### src/sv/rlrf_pkg.sv
package rlrf_pkg;

	localparam logic [7:0] ChNewline = 8'h0A;
	localparam logic [7:0] ChBang    = 8'h21;
	localparam logic [7:0] ChN       = 8'h4E;
	localparam logic [7:0] ChP       = 8'h50;
	localparam logic [7:0] ChSpace   = 8'h20;
	localparam logic [2:0] PrefixLen = 3'd5;
	localparam logic [2:0] ShortLen  = 3'd4;

	typedef enum logic [2:0] {
		BK_SINGLE,
		BK_REFUSE,
		BK_RELEASE,
		BK_SHORT,
		BK_FULL
	} burst_kind_t;

	typedef struct packed {
		burst_kind_t kind;
		logic [2:0]  len;
		logic [7:0]  data;
		logic        to_client;
	} burst_t;

	function automatic logic [7:0] prefix_full_at(input logic [2:0] idx);
		logic [7:0] ch;
		case (idx)
			3'd0: ch = 8'h3F;
			3'd1: ch = 8'h52;
			3'd2: ch = 8'h4C;
			3'd3: ch = 8'h52;
			3'd4: ch = 8'h20;
			default: ch = 8'h00;
		endcase
		return ch;
	endfunction

	function automatic logic [7:0] prefix_short_at(input logic [1:0] idx);
		logic [7:0] ch;
		case (idx)
			2'd0: ch = 8'h3F;
			2'd1: ch = 8'h52;
			2'd2: ch = 8'h4C;
			2'd3: ch = 8'h20;
			default: ch = 8'h00;
		endcase
		return ch;
	endfunction

	function automatic logic [7:0] burst_byte(input burst_t b, input logic [2:0] idx);
		logic [7:0] ch;
		case (b.kind)
			BK_SINGLE: ch = b.data;
			BK_REFUSE: ch = 8'h00;
			BK_RELEASE: ch = (idx == 3'(b.len - 3'd1)) ? b.data : prefix_full_at(idx);
			BK_SHORT: ch = prefix_short_at(idx[1:0]);
			BK_FULL: ch = prefix_full_at(idx);
			default: ch = 8'h00;
		endcase
		return ch;
	endfunction

endpackage

### src/sv/rlrf_core.sv
module rlrf_core (
	input  logic                 clk,
	input  logic                 arst_n,
	input  logic                 commit,
	input  logic                 from_server_s1,
	input  logic [7:0]           byte_s1,
	input  logic [30:0]          rnd_s1,
	input  logic [30:0]          reply_rate_q,
	output rlrf_pkg::burst_t     burst,
	output logic                 burst_valid
);

	typedef enum logic [1:0] {
		PH_LISTEN = 2'd0,
		PH_DOWN   = 2'd1,
		PH_UP     = 2'd2,
		PH_SPARE  = 2'd3
	} phase_t;

	typedef enum logic [2:0] {
		TRK_START = 3'd0,
		TRK_BANG  = 3'd1,
		TRK_CODE  = 3'd2,
		TRK_SPACE = 3'd3,
		TRK_OTHER = 3'd4
	} trk_t;

	phase_t     phase_q, phase_n, ph;
	trk_t       trk_q, trk_n;
	logic [2:0] mc_q, mc_n, mc, mc_inc;
	logic       side_ok;

	always_comb begin
		ph      = (phase_q == PH_SPARE) ? PH_LISTEN : phase_q;
		side_ok = ((ph == PH_UP) == from_server_s1);
		mc      = (mc_q < rlrf_pkg::PrefixLen) ? mc_q : 3'd0;
		mc_inc  = 3'(mc + 3'd1);
		phase_n = phase_q;
		trk_n   = trk_q;
		mc_n    = mc_q;
		burst.kind      = rlrf_pkg::BK_SINGLE;
		burst.len       = 3'd1;
		burst.data      = byte_s1;
		burst.to_client = 1'b0;
		if (!side_ok) begin
			burst.kind = rlrf_pkg::BK_REFUSE;
			burst.data = 8'h00;
		end else if (ph == PH_LISTEN) begin
			if (byte_s1 != rlrf_pkg::prefix_full_at(mc)) begin
				burst.kind = rlrf_pkg::BK_RELEASE;
				burst.len  = mc_inc;
				mc_n       = 3'd0;
				if (byte_s1 == rlrf_pkg::ChNewline) begin
					phase_n = PH_UP;
					trk_n   = TRK_START;
				end else begin
					phase_n = PH_DOWN;
				end
			end else if (mc_inc < rlrf_pkg::PrefixLen) begin
				burst.len = 3'd0;
				mc_n      = mc_inc;
				phase_n   = PH_LISTEN;
			end else begin
				if (rnd_s1 >= reply_rate_q) begin
					burst.kind = rlrf_pkg::BK_SHORT;
					burst.len  = rlrf_pkg::ShortLen;
				end else begin
					burst.kind = rlrf_pkg::BK_FULL;
					burst.len  = rlrf_pkg::PrefixLen;
				end
				mc_n    = 3'd0;
				phase_n = PH_DOWN;
			end
		end else if (ph == PH_DOWN) begin
			if (byte_s1 == rlrf_pkg::ChNewline) begin
				phase_n = PH_UP;
				trk_n   = TRK_START;
			end
		end else begin
			burst.to_client = 1'b1;
			case (trk_q)
				TRK_START: trk_n = (byte_s1 == rlrf_pkg::ChBang) ? TRK_BANG : TRK_OTHER;
				TRK_BANG: trk_n = (byte_s1 == rlrf_pkg::ChN || byte_s1 == rlrf_pkg::ChP)
					? TRK_CODE : TRK_OTHER;
				TRK_CODE: trk_n = (byte_s1 == rlrf_pkg::ChSpace) ? TRK_SPACE : TRK_OTHER;
				TRK_SPACE: begin
					if (byte_s1 == rlrf_pkg::ChNewline) begin
						trk_n   = TRK_START;
						phase_n = PH_LISTEN;
						mc_n    = 3'd0;
					end else begin
						trk_n = TRK_OTHER;
					end
				end
				default: trk_n = (byte_s1 == rlrf_pkg::ChNewline) ? TRK_START : TRK_OTHER;
			endcase
		end
		burst_valid = (burst.len != 3'd0);
	end

	always_ff @(posedge clk or negedge arst_n) begin
		if (!arst_n) begin
			phase_q <= PH_LISTEN;
			trk_q   <= TRK_START;
			mc_q    <= 3'd0;
		end else if (commit) begin
			phase_q <= phase_n;
			trk_q   <= trk_n;
			mc_q    <= mc_n;
		end
	end

	assert property (@(posedge clk) disable iff (!arst_n) mc_q < rlrf_pkg::PrefixLen)
		else $error("match count out of range");
	assert property (@(posedge clk) disable iff (!arst_n) phase_q != PH_SPARE)
		else $error("unused phase reached");
	assert property (@(posedge clk) disable iff (!arst_n)
		mc_q != 3'd0 |-> phase_q == PH_LISTEN)
		else $error("held prefix outside listening");

endmodule

### src/sv/rlrf_emit.sv
module rlrf_emit (
	input  logic             clk,
	input  logic             arst_n,
	input  rlrf_pkg::burst_t burst,
	input  logic             burst_valid,
	output logic             take,
	input  logic             out_ready,
	output logic             out_valid,
	output logic [7:0]       out_byte,
	output logic             to_client,
	output logic             refused,
	output logic             last
);

	rlrf_pkg::burst_t burst_q;
	logic             busy_q;
	logic [2:0]       idx_q;

	assign last      = (idx_q == 3'(burst_q.len - 3'd1));
	assign take      = !busy_q || (out_ready && last);
	assign out_valid = busy_q;
	assign out_byte  = rlrf_pkg::burst_byte(burst_q, idx_q);
	assign to_client = burst_q.to_client;
	assign refused   = (burst_q.kind == rlrf_pkg::BK_REFUSE);

	always_ff @(posedge clk or negedge arst_n) begin
		if (!arst_n) begin
			busy_q <= 1'b0;
			idx_q  <= 3'd0;
		end else if (take) begin
			busy_q <= burst_valid;
			idx_q  <= 3'd0;
		end else if (out_ready) begin
			idx_q <= 3'(idx_q + 3'd1);
		end
	end

	always_ff @(posedge clk) begin
		if (take && burst_valid) begin
			burst_q <= burst;
		end
	end

	assert property (@(posedge clk) disable iff (!arst_n)
		busy_q |-> (burst_q.len != 3'd0 && idx_q < burst_q.len))
		else $error("beat index beyond burst");
	assert property (@(posedge clk) disable iff (!arst_n)
		busy_q && burst_q.kind == rlrf_pkg::BK_REFUSE |-> burst_q.len == 3'd1)
		else $error("refused burst longer than one beat");
	assert property (@(posedge clk) disable iff (!arst_n)
		busy_q && out_ready && !last |=> busy_q && idx_q == 3'($past(idx_q) + 3'd1))
		else $error("burst did not advance");

endmodule

### src/sv/request_line_rate_limit_filter.sv
// Accepted input is registered at s1, then in the emitter's burst register that
// drives the output. One input beat per cycle if each item yields at most one
// result and out_ready is high. An item with n results holds the output register
// for n beats (n up to 5), stalling input; a held prefix byte yields none.
// Reset: listening to client, no prefix held, reply line at start,
// reply_rate = 0x40000000, pipeline empty.
module request_line_rate_limit_filter (
	input  logic        clk,
	input  logic        arst_n,
	input  logic        cfg_we,
	input  logic [30:0] cfg_wdata,
	input  logic        in_valid,
	output logic        in_ready,
	input  logic        from_server,
	input  logic [7:0]  byte_value,
	input  logic [30:0] random_sample,
	output logic        out_valid,
	input  logic        out_ready,
	output logic [7:0]  out_byte,
	output logic        to_client,
	output logic        refused,
	output logic        last
);

	logic             valid_s1, from_server_s1;
	logic [7:0]       byte_s1;
	logic [30:0]      rnd_s1;
	logic [30:0]      reply_rate_q;
	logic             take, commit, burst_valid;
	rlrf_pkg::burst_t burst;

	assign commit   = valid_s1 && take;
	assign in_ready = !valid_s1 || take;

	always_ff @(posedge clk or negedge arst_n) begin
		if (!arst_n) begin
			valid_s1     <= 1'b0;
			reply_rate_q <= 31'h4000_0000;
		end else begin
			if (in_ready) begin
				valid_s1 <= in_valid;
			end
			if (cfg_we) begin
				reply_rate_q <= cfg_wdata;
			end
		end
	end

	always_ff @(posedge clk) begin
		if (in_valid && in_ready) begin
			from_server_s1 <= from_server;
			byte_s1        <= byte_value;
			rnd_s1         <= random_sample;
		end
	end

	rlrf_core u_core (
		.clk            (clk),
		.arst_n         (arst_n),
		.commit         (commit),
		.from_server_s1 (from_server_s1),
		.byte_s1        (byte_s1),
		.rnd_s1         (rnd_s1),
		.reply_rate_q   (reply_rate_q),
		.burst          (burst),
		.burst_valid    (burst_valid)
	);

	rlrf_emit u_emit (
		.clk         (clk),
		.arst_n      (arst_n),
		.burst       (burst),
		.burst_valid (burst_valid && valid_s1),
		.take        (take),
		.out_ready   (out_ready),
		.out_valid   (out_valid),
		.out_byte    (out_byte),
		.to_client   (to_client),
		.refused     (refused),
		.last        (last)
	);

endmodule
### config.mk
export PLATFORM = sky130hd
export DESIGN_NAME = request_line_rate_limit_filter
export DESIGN_NICKNAME = d
export VERILOG_FILES = /design/src/sv/rlrf_pkg.sv /design/src/sv/rlrf_core.sv /design/src/sv/rlrf_emit.sv /design/src/sv/request_line_rate_limit_filter.sv
export SDC_FILE = /design/constraint.sdc
export NUM_CORES = 1
export LEC_CHECK = 0
export BUFFER_PORTS_ARGS = -buffer_cell sky130_fd_sc_hd__buf_4
export CAP_MARGIN = 20
export CORE_ASPECT_RATIO = 1.5
export CORE_MARGIN = 2
export CORE_UTILIZATION = 57
export DETAILED_ROUTE_END_ITERATION = 12
export PLACE_DENSITY = 0.84
export SLEW_MARGIN = 20
export SYNTH_ARGS = -nofsm -noshare
export SYNTH_HDL_FRONTEND = slang
export SYNTH_HIERARCHICAL = 1
export SYNTH_SLANG_ARGS = --single-unit
### constraint.sdc
create_clock -name clk -period 4.8 [get_ports clk]
set_input_delay 0.96 -clock clk [delete_from_list [all_inputs] [get_ports clk]]
set_output_delay 0.96 -clock clk [all_outputs]
set_load 0.01 [all_outputs]
# ---- Word-level counts from Yosys, hierarchy flattened
# Cells that the tools add are included.
dict set report totals {
  regBits 99
  input_bits 76
  out_inout_bits 13
  elab_cells 125
}
dict set report op_classes {
  addsub 3
  magnitude_cmp 3
  eq_ne 31
  mux 41
  n_bitwise 2
  reduce_logical 29
}
# cell count
set op_table {}
lappend op_table {{$pmux W8 S4} 2}
lappend op_table {{$mux W3} 19}
lappend op_table {{$pmux W7 S4} 2}
lappend op_table {{$ge A31 B31 Y1} 1}
lappend op_table {{$eq A3 B2 Y1 const B} 8}
lappend op_table {{$mux W8} 3}
lappend op_table {{$mux W2} 9}
lappend op_table {{$eq A8 B6 Y1 const B} 2}
lappend op_table {{$eq A8 B7 Y1 const B} 2}
lappend op_table {{$eq A3 B1 Y1 const B} 4}
lappend op_table {{$logic_not A3 Y1} 4}
lappend op_table {{$eq A3 B3 Y1 const B} 3}
lappend op_table {{$pmux W3 S3} 1}
lappend op_table {{$eq A2 B2 Y1 const B} 4}
lappend op_table {{$eq A8 B4 Y1 const B} 1}
lappend op_table {{$ne A8 B8 Y1} 1}
lappend op_table {{$add A3 B1 Y3 const B} 2}
lappend op_table {{$lt A3 B3 Y1 const B} 2}
lappend op_table {{$mux W6} 1}
lappend op_table {{$reduce_bool A2 Y1} 3}
lappend op_table {{$reduce_bool A3 Y1} 2}
lappend op_table {{$reduce_or A2 Y1} 3}
lappend op_table {{$logic_and A1 B1 Y1} 5}
lappend op_table {{$mux W5} 1}
lappend op_table {{17 further kinds} 24}

# ---- Depth between registers and ports, before layout
# Gate-level depths: netlist of the first run.
dict set report logic_depth {
  depth_word 14
  mapped_depth 14
  depth_no_buf 14
}

# ---- Hierarchy
# The synthesis of the first run kept the hierarchy.
# mod instances cells_each area_per_inst_um2 seq_area_each_um2
set by_module_without_submodules {}
lappend by_module_without_submodules {request_line_rate_limit_filter 1 111 2417.3 2003.2}
lappend by_module_without_submodules {rlrf_core 1 233 1746.7 200.2}
lappend by_module_without_submodules {rlrf_emit 1 99 1108.6 550.5}

# ---- Worst setup path before layout of the first run
# OpenSTA, ideal clock, no wires.
dict set report synth_timing {
  path_kind {register to register}
  startpoint {register u_core.mc_q[1]}
  endpoint {register u_emit/burst_q[10] in the netlist's numbering (enable)}
  setup_time_ns 0.388
  arrival_ns 2.960
  required_ns 4.412
  slack_ns 1.451
  path_stages_with_launch 11
  path_buffers 1
  period_less_slack_ns 3.349
  cell_sequence {dfrtp_1 buf_6 or3b_4 ha_1 a211oi_1 mux2i_1 nor4_4 maj3_1 nand2_1 and2_1 nor2b_1}
}
dict set report synth_between {
  elab_chain_len 14
  elab_cells_between_ends 21
  cone_classes {1 x add/sub; 2 x order compare; 5 x eq/ne; 8 x mux; 5 x reduce/logical}
}
# element line
set synth_lines {}
lappend synth_lines {{start: declaration} rlrf_core.sv:30} ;# logic [2:0] mc_q, mc_n, mc, mc_inc;
lappend synth_lines {{start signal: assignment} rlrf_core.sv:109} ;# mc_q <= mc_n;
lappend synth_lines {{$lt A3 B3 Y1} rlrf_core.sv:36} ;# mc = (mc_q < rlrf_pkg::PrefixLen) ? mc_q : 3'd0;
lappend synth_lines {{$mux W3 (*)} rlrf_core.sv:36}
lappend synth_lines {{$eq A3 B1 Y1 / $eq A3 B2 Y1 (equally long branches)} rlrf_pkg.sv:28} ;# case (idx)
lappend synth_lines {{$reduce_or A2 Y1 (no source line)} -}
lappend synth_lines {{$pmux W7 S4} rlrf_pkg.sv:28}
lappend synth_lines {{$mux W8} rlrf_core.sv:48} ;# end else if (ph == PH_LISTEN) begin
lappend synth_lines {{$mux W8} rlrf_core.sv:45} ;# if (!side_ok) begin
lappend synth_lines {{$ne A8 B8 Y1} rlrf_core.sv:49} ;# if (byte_s1 != rlrf_pkg::prefix_full_at(mc)) begin
lappend synth_lines {{$mux W5 (*)} rlrf_core.sv:49}
lappend synth_lines {{$mux W4 (*)} rlrf_core.sv:48}
lappend synth_lines {{$mux W3 (*)} rlrf_core.sv:45}
lappend synth_lines {{$reduce_bool A3 Y1 (*)} rlrf_core.sv:98} ;# burst_valid = (burst.len != 3'd0);
lappend synth_lines {{net burst_valid} request_line_rate_limit_filter.sv:29} ;# logic take, commit, burst_valid;
lappend synth_lines {{$logic_and A1 B1 Y1 (*)} request_line_rate_limit_filter.sv:73} ;# .burst_valid (burst_valid && valid_s1),
lappend synth_lines {{$logic_and A1 B1 Y1 (*)} rlrf_emit.sv:39} ;# if (take && burst_valid) begin
lappend synth_lines {{end signal: assignment} rlrf_emit.sv:40} ;# burst_q <= burst;
lappend synth_lines {{end: declaration} rlrf_emit.sv:15} ;# rlrf_pkg::burst_t burst_q;
# The timed path passes the listed nets; every way through them passes the cells marked *. The select of a mux whose other input is x is not followed.
# A chain may end at the register's enable or synchronous reset.

# ---- Final worst setup path of the first run
dict set report layout_timing {
  startpoint {register u_core.mc_q[2]}
  endpoint {register u_emit/burst_q[5] in the netlist's numbering (enable)}
}
# Same word-level chain as after synthesis.

==> results.md, run 1 <==
- Register area share after synthesis: 52.2%
- Worst-Margin Slew: between 0.9 and 1 ns
- Share of the synthesized area in the top cell type: a little under a third
- Post-synth EDFFs: 55
- Largest net degree at the start of global routing: 45
- CP Class: flop to flop
- 1st-iter DRT viols: ~240
- Max Root-Sink Buffers: 2
- Final number of max-transition violations: 0
- Clock sink total: 99
- Synth top area cells: edfxtp_1, dfrtp_1, ha_1
- Vias: around 3700
- First-pass GRT wire length: ~17 mm
- Leading area contributor after synthesis: edfxtp_1
- DRC Markers: 0
- Die area: 10100 sq um
- Final Hold Viols: 0
- Die H: 122 um
- Clock Tree Root: clkbuf_16
- Input/output buffers: 88
- Max IR drop VDD: 0.300 mV
- Lkg Pwr: between 2 and 3 nW
- Clk pin slew, worst setup/hold paths: roughly 0.060 ns
- Worst slew margin: 37.5%
- I/O pins: ~90
- Crit path launch type: flop
- Final Util: 69.3%
- Initial antenna violation count: 0
- Cell Area, Placed: 6000 sq um
- Vias in the first global route: around 3800
- Total Power: roughly 0.0028 W
- Finished Cell Area: 6340 sq um
- Synth unique cells: 66
- Final period util: about two thirds
- Antenna fix cells: 0
- Post-cts resize count: 0
- Kind of end point of the critical path: flop
- Routed vias/inst: approximately 5.7
- Detailed Route WL: roughly 11 mm
- Die Wd: slightly above 80 um
- Seq. cell area: 2750 sq um
- TritonCTS clock tree: built
- Final net count: around 650
- Initial Utilization: 57.6%
- Worst Path Max Fanout: 14
- # Max-Cap Violations: 0
- Status: finished, final reports clean
- Multi-input logic area: 2250 sq um
- Cell Pwr Density: around 440 nW/um^2
- Ys async rst share: 44.4%
- Drt first pass iters: 4
- Clock Latency Late Sink: between 0.3 and 0.4 ns
- Hpwl dp: approximately 8 mm
- GR Util All Layers: a little under a quarter
- Syn_area_per_cell: 11.9 sq um
- GRT Residual Overflow: 0
- Final GP Congestion: 0.884
- Worst Path Required: ~4.9 ns
- Hold Path Cell Cnt: 1
- Fillcell total: 645
- Synth Flop Type: edfxtp_1
- Setup Total Neg Slack: 0 ns
- Hold Buf Count CTS: 0
- Most frequent cells in the layout: buf_4, edfxtp_1, inv_1
- Layout cells sized above 1: between 20% and 30%
- Synth-to-Final Area Change: 20.2%
- Tmin final: between 3 and 4 ns
- Post-CTS Repair Setup Buffers: 0
- Most common cell after layout, fill and taps aside: buf_4
- Setup Skew: between 0.007 and 0.008 ns
- Core Box Area: approximately 9000 sq um
- Post-Syn Area: about 5300 sq um
- Routed wire per std cell: 17.0 um
- RSZ-0062 raised after global routing: no
- Worst reg-to-reg path cell count: 13
- Cells after synthesis: ~440
- Max Fclk: ~310 MHz
- WP data arrival: around 3.3 ns
- HP Class: flop to flop
- CTS buffer count: 9
- Htree depth: 3
- Yosys warns: 6
- Seq cells post-synth: between 90 and 100
- Worst hold slack: around 0.5 ns
- Post-route ant nets: 0
- Post-Synthesis Net Count: roughly 560
- # rows: 43
- # setup viols final: 0
## cells by family (layout without fill, tap and decap cells)
logic type | Yosys count | count (layout) | synth area share [%]
AND/OR/NAND/NOR | 116 | 116 | 12.4
XOR/XNOR | 6 | 6 | 1.26
AO/OA/AOI/OAI | 82 | 82 | 10.8
multiplexers | 36 | 36 | 7.57
buffers and inverters | 59 | 152 | 5.05
flip-flops | 99 | 99 | 52.2
adder cells (fa/ha/maj) | 45 | 45 | 10.6
## cell usage after synthesis, types with 2 or more instances
cell type and count:
xnor2_1 3, nand3_1 9, edfxtp_1 55, o31a_1 2, and4_1 2, o21bai_1 2, nor3_1 8, xor2_1 2
buf_6 5, nor4b_1 2, o211ai_1 2, nand4_1 7, a21boi_0 3, nand2_1 26, mux2i_1 5, nor2_1 16
a211oi_1 5, dfrtp_1 43, and2_1 8, nor2b_1 13, a2bb2oi_1 2, or2_2 3, mux2_2 31, o21ai_0 18
a22oi_1 2, a21oi_1 19, a21o_1 5, nand2b_1 9, buf_2 2, nor4_1 2, inv_1 47, ha_1 44
nor3b_1 2, o31ai_1 4, clkbuf_1 4
## layout make-up
cell class | instances | share of cell area, %
flip-flops and latches | 99 | 43.4
multi-input cells | 285 | 35.6
repair buffers | 89 | 10.5
clock buffers | 9 | 3.55
inverters | 48 | 2.92
well taps | 112 | 2.21
clock inverters | 6 | 1.78
## path summary, 6_finish.rpt
path	to	slack [ns]	startpoint
max in group asynchronous	u_core/trk_q[2]	3.78	arst_n
min reg2reg	reply_rate_q[10]	0.51	reply_rate_q[10]
min	reply_rate_q[10]	0.51	reply_rate_q[10]
min in group asynchronous	reply_rate_q[0]	0.61	arst_n
max	u_emit/burst_q[5]	1.60	u_core/mc_q[2]
max reg2reg	u_emit/burst_q[5]	1.60	u_core/mc_q[2]
## report_power, final
part           internal (W)  total (W)  leakage [nW]  switching, W
Combinational      0.000360   0.000793          1.64      0.000433
Clock              0.000508   0.000811         0.162      0.000303
Sequential          0.00106    0.00116          1.02      0.000102
Total               0.00193    0.00277          2.83      0.000837
## worst max-delay path, cell delays in order, from the launching register on
cell      delay [ns]
dfrtp_1         0.41
inv_1           0.12
nand2_1         0.12
inv_1           0.11
ha_1            0.22
o21bai_1        0.17
a211oi_1        0.29
mux2i_1         0.16
nor4_4          0.54
maj3_1          0.26
nand2_1         0.05
and2_1          0.16
nor2b_1         0.14
buf_4           0.20
## routing by layer
layer	GRT usage, %	wire length [um]	vias to the layer above	part of all wire, %
met3	4.22	442	24	4.0
met1	22.7	3890	1788	35
li1	-	-	1780	-
met4	10.0	302	0	2.7
met5	0	0	-	0
met2	45.7	6380	107	58
## per-stage QoR
| stage | setup WS [ns] | instances |
|---|---|---|
| detailed placement | 1.65 | 633 |
| global placement | 1.81 | 633 |
| finish | 1.60 | 648 |
| global route | 1.39 | 648 |
| CTS | 1.59 | 648 |
| floorplan | 1.45 | 443 |
## state kept, by name, summed over array words and instances, names as in the netlist
register / cells
u_emit/idx_q: 3
rnd_s1: 31
u_core/trk_q: 3
from_server_s1: 1
u_core/mc_q: 3
byte_s1: 8
u_emit/out_valid: 1
reply_rate_q: 31
valid_s1: 1
u_emit/burst_q: 14
u_emit/to_client: 1
u_core/phase_q: 2
No activity file was read; power rests on OpenSTA's default activity.
==> run 2: changes to the inputs <==
- ABC_AREA: unset -> 1
- CORE_UTILIZATION: 57 -> 52
- PLACE_DENSITY: 0.84 -> 0.8
- clock period: 4.8 -> 2.9 ns (I/O delays scaled with it)
==> run 2 against run 1 <==
Effect of this change: die area increased by 17%; first-iteration DRC count increased by 46%; count of clock-buffer cells in the layout increased by 4; flip-flop and latch count unchanged; utilization decreased by 5.3 points; critical path depth unchanged; sequential power increased by 53%; wire length increased by 4.8%; combinational power increased by 37%; sequential share of layout area decreased by 2.8 points; synthesized cell count increased by 45%; final cell count increased by 37%; critical endpoint is now in_ready; highest routed layer unchanged.
==> results.md, run 2 <==
- Status: finished, final reports clean
- Post-synth EDFFs: 55 (unchanged)
- Synth unique cells: 33 (-50%)
- Worst Path Required: 2.32 ns (-2.58 ns)
- Lkg Pwr: 3.37 nW (+19%)
- Largest net degree at the start of global routing: 63 (+40%)
- Switching power share of the total: 30.9% (+0.65 points)
- Final number of max-transition violations: 0 (unchanged)
- # setup viols final: 0 (unchanged)
- Setup Total Neg Slack: 0 ns (unchanged)
- Clock power frac: 29.1% (-0.2 points)
- Register area share after synthesis: 48.4% (-3.8 points)
- Synth top area cells: edfxtp_1, dfrtp_1, nand2_1
- GRT Residual Overflow: 0 (unchanged)
- Clock Latency Late Sink: 0.35 ns (about the same)
- Syn_area_per_cell: 8.86 sq um (-26%)
- # rows: 46 (+7.0%)
- Seq pwr share: 43.9% (+1.8 points)
- Worst Path Max Fanout: 8 (-6)
- Vias: 4495 (+22%)
- Die area: 11800 sq um (+17%)
- Seq cells post-synth: 99 (unchanged)
- Largest regs: reply_rate_q (31), rnd_s1 (31), u_emit/burst_q (14)
- Vias in the first global route: 4457 (+18%)
- Layout cells sized above 1: 22.4% (-5.7 points)
- Ys async rst share: 44.4% (unchanged)
- Hpwl dp: 8.78 mm (+6.8%)
- Most common cell after layout, fill and taps aside: nand2_1
- Setup WS post-layout: 0.191 ns (-1.41 ns)
- Core Box Area: 10600 sq um (+16%)
- Post-synth top cells: nand2_1, inv_1, edfxtp_1
- Routed vias/inst: 5.06 (-11%)
- Setup crit end: in_ready
- TritonCTS clock tree: built
- Max Root-Sink Buffers: 2 (unchanged)
- Synth-to-Final Area Change: 19.3%
- Final period util: 93.4%
- CP Class: flop to primary output
- Post-Synthesis Net Count: 762 (+35%)
- Reg2reg start: u_core/mc_q[1]
- Yosys warns: 6 (unchanged)
- CP startpoint: u_emit/burst_q[9]
- Die H: 132 um (+8.4%)
- Worst-Margin Slew: 0.745 ns (-0.192 ns)
- WP data arrival: 2.13 ns (-1.17 ns)
- Post-Place Setup Slack: 0.352 ns (-1.30 ns)
- Drt first pass iters: 5 (+1)
- Max IR drop VDD: 0.389 mV (+29%)
- Crit path launch type: flop
- Die Wd: 89.4 um (+8.3%)
- Final GP Congestion: 0.874 (-1.2%)
- First-pass GRT wire length: 19.4 mm (+12%)
- Kind of end point of the critical path: primary output
- Worst reg-to-reg path cell count: 19 (+6)
- Clk pin slew, worst setup/hold paths: 0.06 ns (about the same)
- Input/output buffers: 88 (unchanged)
- NetSw: 0.00125 W (+49%)
- Max Fclk: ~370 MHz
- Leading area contributor after synthesis: edfxtp_1
- Routed wire per std cell: 13.0 um (-24%)
- DRC Markers: 0 (unchanged)
- Initial antenna violation count: 0 (unchanged)
- Setup Skew: 0.00526 ns (-0.00239 ns)
- Post-Syn Area: 5690 sq um (+7.8%)
- Clock sink total: 99 (unchanged)
- Top-count cell post-synth: nand2_1
- R2R Setup Slk: 0.27 ns (-1.33 ns)
- Cell Pwr Density: 597 nW/um^2 (+37%)
- Detailed Route WL: 11.5 mm (+4.8%)
- Final net count: 859 (+32%)
- Clock Tree Root: clkbuf_16
- HP Class: primary input to async pin
- RSZ-0062 raised after global routing: no
- Cells after synthesis: 642 (+45%)
- Post-route ant nets: 0 (unchanged)
- Total internal power: 0.00280 W (+45%)
- Initial Utilization: 53.7% (-4.0 points)
- Htree depth: 3 (unchanged)
- Final Hold Viols: 0 (unchanged)
- GR Util All Layers: 21.0% (-2.4 points)
- Gate power share: 27.0% (-1.6 points)
- Antenna fix cells: 0 (unchanged)
- Tmin final: ~2.7 ns
- # Max-Cap Violations: 0 (unchanged)
- I/O pins: 89 (unchanged)
- Most frequent cells in the layout: nand2_1, inv_1, buf_4
- 1st-iter DRT viols: 353 (+46%)
- R2R Path End: u_emit/burst_q[13]
- Share of the synthesized area in the top cell type: 29.0% (-2.3 points)
- CTS buffer count: 9 (unchanged)
- Hold Buf Count CTS: 0 (unchanged)
- Worst slew margin: 50.3% (+13 points)
- Synth Flop Type: edfxtp_1
==> run 2: cell count changes in the layout (fill, tap and decap cells not counted), sizes merged, moves of 6 or more <==
cell    previous run  this run
a21oi             19        25
nor2              16        58
nand2             26       161
inv               50       130
and2               8         0
o21ai             19        52
mux2              31         0
nand3             11        43
nand2b             9         0
nor2b             13         0
==> run 2: per-stage QoR <==
step	utilization (%)	cells	hold slack [ns]	area [sq um]	power, W
after global routing	64.0	888	0.284	6780	0.00427
after global placement	61.0	868	0.459	6450	0.00282
after detailed placement	61.0	868	0.464	6450	0.00288
after CTS	63.7	884	0.267	6740	0.00405
final	64.0	888	0.240	6780	0.00405
after floorplan	-	642	0.284	5700	0.00251
==> run 2: area by class of cell <==
cell class,instances,area [sq um]
fill,890,3810
sequential,99,2750
multi-input combinational,404,2340
timing repair buffer,94,722
inverter,131,493
clock buffer,13,250
tap,144,180
clock inverter,3,38.8
==> run 2: worst min path at each step <==
stage	startpoint	end	slack [ns]	depth (start not counted)
floorplan	arst_n	reply_rate_q[0]	0.28	0
global placement	reply_rate_q[30]	reply_rate_q[30]	0.46	2
detailed placement	reply_rate_q[30]	reply_rate_q[30]	0.46	2
CTS	arst_n	reply_rate_q[4]	0.27	1
global route	arst_n	reply_rate_q[2]	0.28	1
finish	arst_n	reply_rate_q[2]	0.24	1
==> run 2: power groups by stage <==
stage,Sequential [W],Clock [W],Combinational (W)
after floorplan,0.00178,0,0.000731
after global placement,0.00180,0,0.00103
after detailed placement,0.00181,0,0.00107
after CTS,0.00178,0.00119,0.00108
after global routing,0.00180,0.00126,0.00122
final,0.00178,0.00118,0.00109
==> run 2: logic make-up (layout without fill, tap and decap cells) <==
kind of cell / after synthesis / count (layout) / synth area share [%]
and+or+nand+nor: 277 / 277 / 21.8
buffers and inverters: 139 / 241 / 10.6
DFF: 99 / 99 / 48.4
AOI/OAI and AO/OA: 82 / 82 / 9.35
adders and majority gates: 44 / 44 / 9.68
xor gates and xnor gates: 1 / 1 / 0.154
==> run 2: per-layer routing <==
layer	routed length, um	vias to the layer above	GRT usage [%]
met5	0	-	0
met2	6460	146	38.5
met4	321	0	8.79
met1	4320	2077	23.3
li1	-	2247	-
met3	447	25	2.88
==> run 2: worst max-delay path, stage by stage, from the launching register on <==
cell      delay [ns]
edfxtp_1        0.39
inv_1           0.11
ha_1            0.26
inv_1           0.06
nand2_1         0.04
nand2_1         0.14
nor2_8          0.09
nand2_8         0.11
nand2_4         0.05
nand2_2         0.09
clkinv_2        0.08
inv_1           0.11
nand2_1         0.09
buf_4           0.15
==> run 2: what timing repair did <==
action / in CTS / in global routing
resized for setup: 0 / 5
hold endpoints to repair: 0 / 0
setup endpoints to repair: 0 / 15
buffers inserted: 0 / 3
